--- src/hdl/gms_pkg.sv ---
package gms_pkg;

  localparam int LINE_W   = 64;
  localparam int LEN_W    = 7;
  localparam int MAX_LINE = 64;
  localparam int LEN_RESET = 64;
  localparam int WALL_TIE = 4;

  typedef logic [LINE_W-1:0] line_t;
  typedef logic [LEN_W-1:0]  len_t;

  // Input beat: one map line
  typedef struct packed {
    logic [63:0] line_bits;
    logic        last_line;
  } in_beat_t;

  // Output beat: one smoothed line
  typedef struct packed {
    logic [63:0] smoothed_bits;
    logic        is_last_line;
  } out_beat_t;

  // One smoothing job: three rows, valid-cell mask, last flag
  typedef struct packed {
    line_t above;
    line_t mid;
    line_t below;
    line_t mask;
    logic  last;
  } job_t;

endpackage

--- src/hdl/gms_front.sv ---
module gms_front (
  input  logic             clk,
  input  logic             rst_n,
  input  logic             in_valid,
  output logic             in_stall,
  input  gms_pkg::in_beat_t in_data,
  input  gms_pkg::len_t    line_length,
  output logic             push,
  output gms_pkg::job_t    push_job,
  input  logic             q_full
);
  import gms_pkg::*;

  typedef enum logic [1:0] {HELD_NONE, HELD_ONE, HELD_TWO} held_t;

  held_t held_r, held_nxt;
  logic  pend_vld_r, pend_vld_nxt;
  job_t  pend_job_r, pend_job_nxt;
  line_t older_r, older_nxt;
  line_t middle_r, middle_nxt;
  len_t  len_eff;
  line_t mask;
  line_t cur;
  line_t walls;
  logic  accept;

  // Clamp the line length and build the valid-cell mask
  always_comb begin
    if (line_length == '0) begin
      len_eff = len_t'(1);
    end else if (line_length > len_t'(MAX_LINE)) begin
      len_eff = len_t'(MAX_LINE);
    end else begin
      len_eff = line_length;
    end
    for (int i = 0; i < LINE_W; i++) begin
      mask[i] = (len_t'(i) < len_eff);
    end
  end

  // Drop cells past the line length before a line is buffered
  assign walls    = '1;
  assign cur      = in_data.line_bits & mask;
  assign in_stall = pend_vld_r | q_full;
  assign accept   = in_valid & ~in_stall;

  // Classify each beat into zero, one or two jobs
  always_comb begin
    held_nxt     = held_r;
    pend_vld_nxt = pend_vld_r;
    pend_job_nxt = pend_job_r;
    older_nxt    = older_r;
    middle_nxt   = middle_r;
    push         = 1'b0;
    push_job     = pend_job_r;
    if (pend_vld_r) begin
      // drain the second job of a flush
      if (!q_full) begin
        push         = 1'b1;
        pend_vld_nxt = 1'b0;
      end
    end else if (accept) begin
      if (held_r == HELD_NONE) begin
        if (!in_data.last_line) begin
          middle_nxt = cur;
          held_nxt   = HELD_ONE;
        end else begin
          push     = 1'b1;
          push_job = '{above: walls, mid: cur, below: walls, mask: mask, last: 1'b1};
        end
      end else begin
        push     = 1'b1;
        push_job = '{above: (held_r == HELD_TWO) ? older_r : walls, mid: middle_r,
                     below: cur, mask: mask, last: 1'b0};
        if (in_data.last_line) begin
          pend_job_nxt = '{above: middle_r, mid: cur, below: walls, mask: mask, last: 1'b1};
          pend_vld_nxt = 1'b1;
          held_nxt     = HELD_NONE;
        end else begin
          older_nxt  = middle_r;
          middle_nxt = cur;
          held_nxt   = HELD_TWO;
        end
      end
    end
  end

  // Hold control state
  always_ff @(posedge clk) begin
    if (!rst_n) begin
      held_r     <= HELD_NONE;
      pend_vld_r <= 1'b0;
    end else begin
      held_r     <= held_nxt;
      pend_vld_r <= pend_vld_nxt;
    end
  end

  // Hold line buffers
  always_ff @(posedge clk) begin
    pend_job_r <= pend_job_nxt;
    older_r    <= older_nxt;
    middle_r   <= middle_nxt;
  end

endmodule

--- src/hdl/gms_queue.sv ---
module gms_queue (
  input  logic          clk,
  input  logic          rst_n,
  input  logic          push,
  input  gms_pkg::job_t push_job,
  output logic          full,
  input  logic          pop,
  output logic          empty,
  output gms_pkg::job_t head
);
  import gms_pkg::*;

  job_t       mem_r [2];
  logic       wr_ptr_r, wr_ptr_nxt;
  logic       rd_ptr_r, rd_ptr_nxt;
  logic [1:0] cnt_r, cnt_nxt;
  logic       do_push, do_pop;

  assign full    = (cnt_r == 2'd2);
  assign empty   = (cnt_r == 2'd0);
  assign head    = mem_r[rd_ptr_r];
  assign do_push = push & ~full;
  assign do_pop  = pop & ~empty;

  // Advance pointers and count
  always_comb begin
    wr_ptr_nxt = wr_ptr_r ^ do_push;
    rd_ptr_nxt = rd_ptr_r ^ do_pop;
    cnt_nxt    = cnt_r + 2'(do_push) - 2'(do_pop);
  end

  always_ff @(posedge clk) begin
    if (!rst_n) begin
      wr_ptr_r <= 1'b0;
      rd_ptr_r <= 1'b0;
      cnt_r    <= 2'd0;
    end else begin
      wr_ptr_r <= wr_ptr_nxt;
      rd_ptr_r <= rd_ptr_nxt;
      cnt_r    <= cnt_nxt;
    end
  end

  // Store a job
  always_ff @(posedge clk) begin
    if (do_push) begin
      mem_r[wr_ptr_r] <= push_job;
    end
  end

endmodule

--- src/hdl/gms_back.sv ---
module gms_back (
  input  logic               clk,
  input  logic               rst_n,
  input  gms_pkg::job_t      head,
  input  logic               empty,
  output logic               pop,
  output logic               out_valid,
  input  logic               out_stall,
  output gms_pkg::out_beat_t out_data
);
  import gms_pkg::*;

  logic              out_valid_r, out_valid_nxt;
  out_beat_t         out_data_r;
  logic [LINE_W+1:0] ext_a, ext_m, ext_b;
  line_t             res;
  logic [3:0]        cnt;

  // Pad each row with walls on both sides and beyond the line length
  assign ext_a = {1'b1, (head.above & head.mask) | ~head.mask, 1'b1};
  assign ext_m = {1'b1, (head.mid   & head.mask) | ~head.mask, 1'b1};
  assign ext_b = {1'b1, (head.below & head.mask) | ~head.mask, 1'b1};

  // Count wall neighbors per cell and apply the majority rule
  always_comb begin
    res = '0;
    cnt = '0;
    for (int i = 0; i < LINE_W; i++) begin
      cnt = 4'(ext_a[i]) + 4'(ext_a[i+1]) + 4'(ext_a[i+2])
          + 4'(ext_m[i]) + 4'(ext_m[i+2])
          + 4'(ext_b[i]) + 4'(ext_b[i+1]) + 4'(ext_b[i+2]);
      if (cnt > 4'(WALL_TIE)) begin
        res[i] = 1'b1;
      end else if (cnt < 4'(WALL_TIE)) begin
        res[i] = 1'b0;
      end else begin
        res[i] = ext_m[i+1];
      end
    end
    res = res & head.mask;
  end

  // Take a job whenever the output register is free or being drained
  assign pop           = ~empty & (~out_valid_r | ~out_stall);
  assign out_valid_nxt = pop | (out_valid_r & out_stall);

  always_ff @(posedge clk) begin
    if (!rst_n) begin
      out_valid_r <= 1'b0;
    end else begin
      out_valid_r <= out_valid_nxt;
    end
  end

  always_ff @(posedge clk) begin
    if (pop) begin
      out_data_r <= '{smoothed_bits: res, is_last_line: head.last};
    end
  end

  assign out_valid = out_valid_r;
  assign out_data  = out_data_r;

endmodule

--- src/hdl/binary_grid_majority_smoother_core.sv ---
// Channel   Ports                           Dir  Beat
// input     in_valid, in_stall, in_data     in   one map line and its last flag
// result    out_valid, out_stall, out_data  out  one smoothed line and its last flag
// config    cfg_valid, cfg_ready, cfg_data  in   line_length, always ready
//
// One line is taken per cycle while in_stall is low; a line marked last with lines
// buffered yields two results and holds in_stall high until the second is issued.
// A queued job passes through the queue and then the output register to the result.
// A two-entry job queue decouples input and result; in_stall rises when it fills.
// Synchronous reset clears the line count, queue and output valid; line_length -> 64.
module binary_grid_majority_smoother_core (
  input  logic               clk,
  input  logic               rst_n,
  input  logic               in_valid,
  output logic               in_stall,
  input  gms_pkg::in_beat_t  in_data,
  output logic               out_valid,
  input  logic               out_stall,
  output gms_pkg::out_beat_t out_data,
  input  logic               cfg_valid,
  output logic               cfg_ready,
  input  gms_pkg::len_t      cfg_data
);
  import gms_pkg::*;

  len_t line_length_r;
  logic push, q_full, q_empty, pop;
  job_t push_job, head;

  // Hold the line length register
  assign cfg_ready = 1'b1;

  always_ff @(posedge clk) begin
    if (!rst_n) begin
      line_length_r <= len_t'(LEN_RESET);
    end else if (cfg_valid && cfg_ready) begin
      line_length_r <= cfg_data;
    end
  end

  gms_front u_front (
    .clk         (clk),
    .rst_n       (rst_n),
    .in_valid    (in_valid),
    .in_stall    (in_stall),
    .in_data     (in_data),
    .line_length (line_length_r),
    .push        (push),
    .push_job    (push_job),
    .q_full      (q_full)
  );

  gms_queue u_queue (
    .clk      (clk),
    .rst_n    (rst_n),
    .push     (push),
    .push_job (push_job),
    .full     (q_full),
    .pop      (pop),
    .empty    (q_empty),
    .head     (head)
  );

  gms_back u_back (
    .clk       (clk),
    .rst_n     (rst_n),
    .head      (head),
    .empty     (q_empty),
    .pop       (pop),
    .out_valid (out_valid),
    .out_stall (out_stall),
    .out_data  (out_data)
  );

endmodule

--- config.mk ---
export PLATFORM = sky130hd
export DESIGN_NAME = binary_grid_majority_smoother_core
export DESIGN_NICKNAME = d
export VERILOG_FILES = /design/src/hdl/gms_pkg.sv /design/src/hdl/gms_front.sv /design/src/hdl/gms_queue.sv /design/src/hdl/gms_back.sv /design/src/hdl/binary_grid_majority_smoother_core.sv
export SDC_FILE = /design/constraint.sdc
export NUM_CORES = 2
export LEC_CHECK = 0
export BUFFER_PORTS_ARGS = -buffer_cell sky130_fd_sc_hd__buf_2
export CAP_MARGIN = 20
export CORE_MARGIN = 3
export CORE_UTILIZATION = 40
export CTS_BUF_LIST = sky130_fd_sc_hd__clkbuf_2 sky130_fd_sc_hd__clkbuf_4 sky130_fd_sc_hd__clkbuf_8
export DETAILED_ROUTE_END_ITERATION = 8
export GPL_TIMING_DRIVEN = 0
export MAX_ROUTING_LAYER = met4
export PLACE_DENSITY = 0.63
export SYNTH_ARGS = -nofsm -noshare
export SYNTH_HDL_FRONTEND = slang
export SYNTH_SLANG_ARGS = --single-unit
--- constraint.sdc ---
create_clock -name clk -period 8.4 [get_ports clk]
set_input_delay 1.26 -clock clk [delete_from_list [all_inputs] [get_ports clk]]
set_output_delay 1.26 -clock clk [all_outputs]
set_load 0.01 [all_outputs]
==> results by group <==
Status
  • Status: finished, violations left
  • Failing checks: design-rule violations

Synthesis
  • Yosys top cell by area: edfxtp_1
  • Ys Warns: 0
  • Cell variety after synth: 85
  • Post-synth top flop: edfxtp_1
  • Synthesized flop and latch total: 915
  • Mapped Area: 0.0453 sq mm
  • EDFF count, synth: 899
  • Mean Syn Cell Area: 14.2 sq um
  • Async set-reset flop share out of synthesis: 0%
  • Main area contributors after synthesis: edfxtp_1 (60%), fa_1 (11%), ha_1 (5.4%)
  • Top-area cell type share of the netlist area: 59.6%
  • Syn Inst Count: 3199
  • Sequential area share after synthesis: 60.3%

STA
  • Worst Max-Slew Pin Slew: 1.19 ns
  • Crit share post-route: 60.1%
  • Final setup viols: 0
  • Relative slew slack: 20.6%
  • Fmax: between 0.15 and 0.2 GHz
  • Max-slew violations: 0
  • RSZ-0062 raised after global routing: false
  • Worst Clk Skew: about 0.035 ns
  • Fin. Hold Viols: 0
  • Post-layout min period: 5.05 ns

Power
  • Seq pwr share: 31.4%
  • Switch Pwr: about 7.8 mW
  • Clk pwr share: 20.8%
  • Power Total: 19.7 mW
  • Logic gate share of total power: between 40% and 50%
  • Peak supply drop: 129 uV
  • Power Density: 381 mW/mm^2
  • Switch share: 39.4%
  • Internal power: 11.9 mW
  • Leakage power: 19.1 nW

GRT
  • Largest net degree at the start of global routing: 62
  • Initial antenna violation count: 12
  • Global-route wire length before repair: 178000 microns
  • All-layer global routing usage: 21.1%
  • Vias in the first global route: 28332
  • Total global routing overflow: 0

Place
  • DPL Wire Length: 85800 microns
  • PortBufs: 141
  • GP Congestion: 0.886

Run
  • Max-cap check violation count: 0

Clock tree
  • Htree depth: 4
  • TritonCTS clock tree: built
  • Total CTS buffers: 153
  • Clk sinks: between 900 and 1000
  • Max clock buf depth: 3
  • Clock slew at reported path FFs: 0.06 ns
  • # Post-CTS Setup Buffers: 0
  • Post-cts repair resize count: 0
  • CTS root buf: clkbuf_8
  • Cts hold-fix bufs: 0
  • Clk_lat worst skew: 0.82 ns

Worst setup path
  • CP max FO: 10
  • R2r worst-path depth: 15
  • Critical Path AT: about 5.6 ns
  • CP Class: flop to flop
  • Critical path startpoint category: flop
  • Crit. End Element: flop
  • Critical Path RT: roughly 8.9 ns

Floorplan
  • CORE AREA: between 0.1 and 0.15 sq mm
  • Die span in x: between 300 and 400 microns
  • Cell Rows: 122
  • Die height: 343 microns
  • Die footprint: between 0.1 and 0.15 sq mm
  • Initial core utilization: 40.6%
  • Top Ports: around 150

Final layout
  • Final Util: approximately 46%
  • Most frequent cells in the layout: edfxtp_1 (899), inv_1 (424), nand2_1 (333)
  • Commonest non-fill, non-tap cell in the layout: edfxtp_1
  • Synth-to-layout area growth: 13.9%
  • Nets: 4044
  • Share of cells above drive strength 1: 15.1%
  • Number of fill cells: 9692

Routing
  • Via count: between 20000 and 30000
  • WL/cell: 23.4 microns
  • DRC Markers: 1
  • Post-Route WL: approximately 120000 microns
  • DR pass1 iterations: 7
  • Starting DRT DRC Count: 2486
  • Vias per Instance: approximately 5.4
  • Routed Antenna Nets: 0

Hold path
  • Cell depth of the worst hold path: 0
  • Class of the worst hold path: flop to flop
==> cell families after synthesis <==
logic type,count (synthesis),synth area share [%]
fa+ha+maj,449,16.6
simple gates,548,5.48
flops,915,60.3
buf+inv,541,5.01
mux,20,0.478
xor+xnor,5,0.0966
other cells,1,0.00827
compound gates,720,12.1
==> sequential cells by signal, summed over array words and instances, names as in the netlist, named ones only <==
register            count
u_queue.cnt_r           2
u_queue.rd_ptr_r        1
u_back.out_valid        1
u_back.out_data        65
u_front.held_r          2
line_length_r           7
u_queue.mem_r         514
u_front.pend_vld_r      1
u_front.middle_r       64
u_front.pend_job_r    192
u_front.older_r        64
u_queue.wr_ptr_r        1
==> metrics by stage <==
step	setup TNS (ns)	instances	setup slack, ns	cell area, sq um	hold WS [ns]
detailed placement	0	4851	3.31	48500	0.457
finish	0	5134	3.35	51600	0.454
global route	0	5129	3.11	51600	0.464
global placement	-2853.09	4829	-4.79	47900	0.450
floorplan	-181.53	3200	-0.353	45300	0.438
CTS	0	5123	3.31	51600	0.455
==> power groups by stage <==
stage / clock (mW) / combinational [mW] / sequential, mW
after floorplan: 0 / 6.68 / 6.47
after global placement: 0 / 8.99 / 6.52
after detailed placement: 0 / 9.48 / 6.26
after CTS: 4.18 / 9.55 / 6.18
after global routing: 4.39 / 11.0 / 6.22
final: 4.10 / 9.41 / 6.17
==> metal layers <==
layer  global-route usage [%]  vias up  routed length, microns
li1                         -    12440                       -
met1                     27.9    13916                   50500
met2                     32.6     1058                   56400
met3                     4.31      187                    9580
met4                     6.90        0                    3430
met5                        -        -                       0
==> area by class of cell <==
class                           count  area (sq um)  area share, %
Multi-Input combinational cell   1744         15800           30.6
Antenna cell                       11          27.5         0.0533
Clock inverter                     65           591           1.14
Timing Repair Buffer              163          1230           2.38
Buffer                             97           606           1.17
Inverter                          444          1670           3.23
Tap cell                         1488          1860           3.61
Sequential cell                   915         27300           52.9
Clock buffer                      207          2540           4.91
==> worst max-delay path, cell delays in order, from the launching register on <==
cell and delay, ns:
dfxtp_1 0.34, buf_6 0.16, buf_2 0.34, buf_4 0.31, buf_2 0.30, nor2_1 0.08
a32oi_1 0.43, ha_1 0.34, fa_1 0.48, fa_1 0.49, inv_1 0.05, fa_1 0.37
inv_1 0.10, fa_1 0.41, a2111oi_0 0.42, a311oi_1 0.11
==> worst paths after layout <==
path                   startpoint                 endpoint  slack (ns)
max                          flop      u_back.out_data[59]        3.35
min reg2reg  u_front.middle_r[14]  u_front.pend_job_r[207]        0.45
max reg2reg                  flop      u_back.out_data[59]        3.35
min          u_front.middle_r[14]  u_front.pend_job_r[207]        0.45
==> cell usage after synthesis (4+ instances only) <==
master and n:
inv_1 424, o21ai_1 22, a221o_1 11, o22ai_1 80
o21ai_0 94, buf_2 48, nand2b_1 85, ha_1 196
mux2i_1 7, edfxtp_1 899, nor2_1 63, o22a_1 183
a22oi_1 28, a211o_1 4, a21oi_1 83, inv_2 19
nand2_1 333, fa_1 253, nor2b_1 6, a31oi_1 12
buf_4 16, buf_6 16, a22o_1 7, o2111a_1 57
mux2_1 6, a21o_1 23, a2111oi_0 6, and4_1 4
and2_1 21, a32oi_1 7, nand3_1 10, mux2_2 7
clkbuf_1 16, dfxtp_1 16, a311oi_1 60
Note: power is estimated with default switching activity, not from simulation.
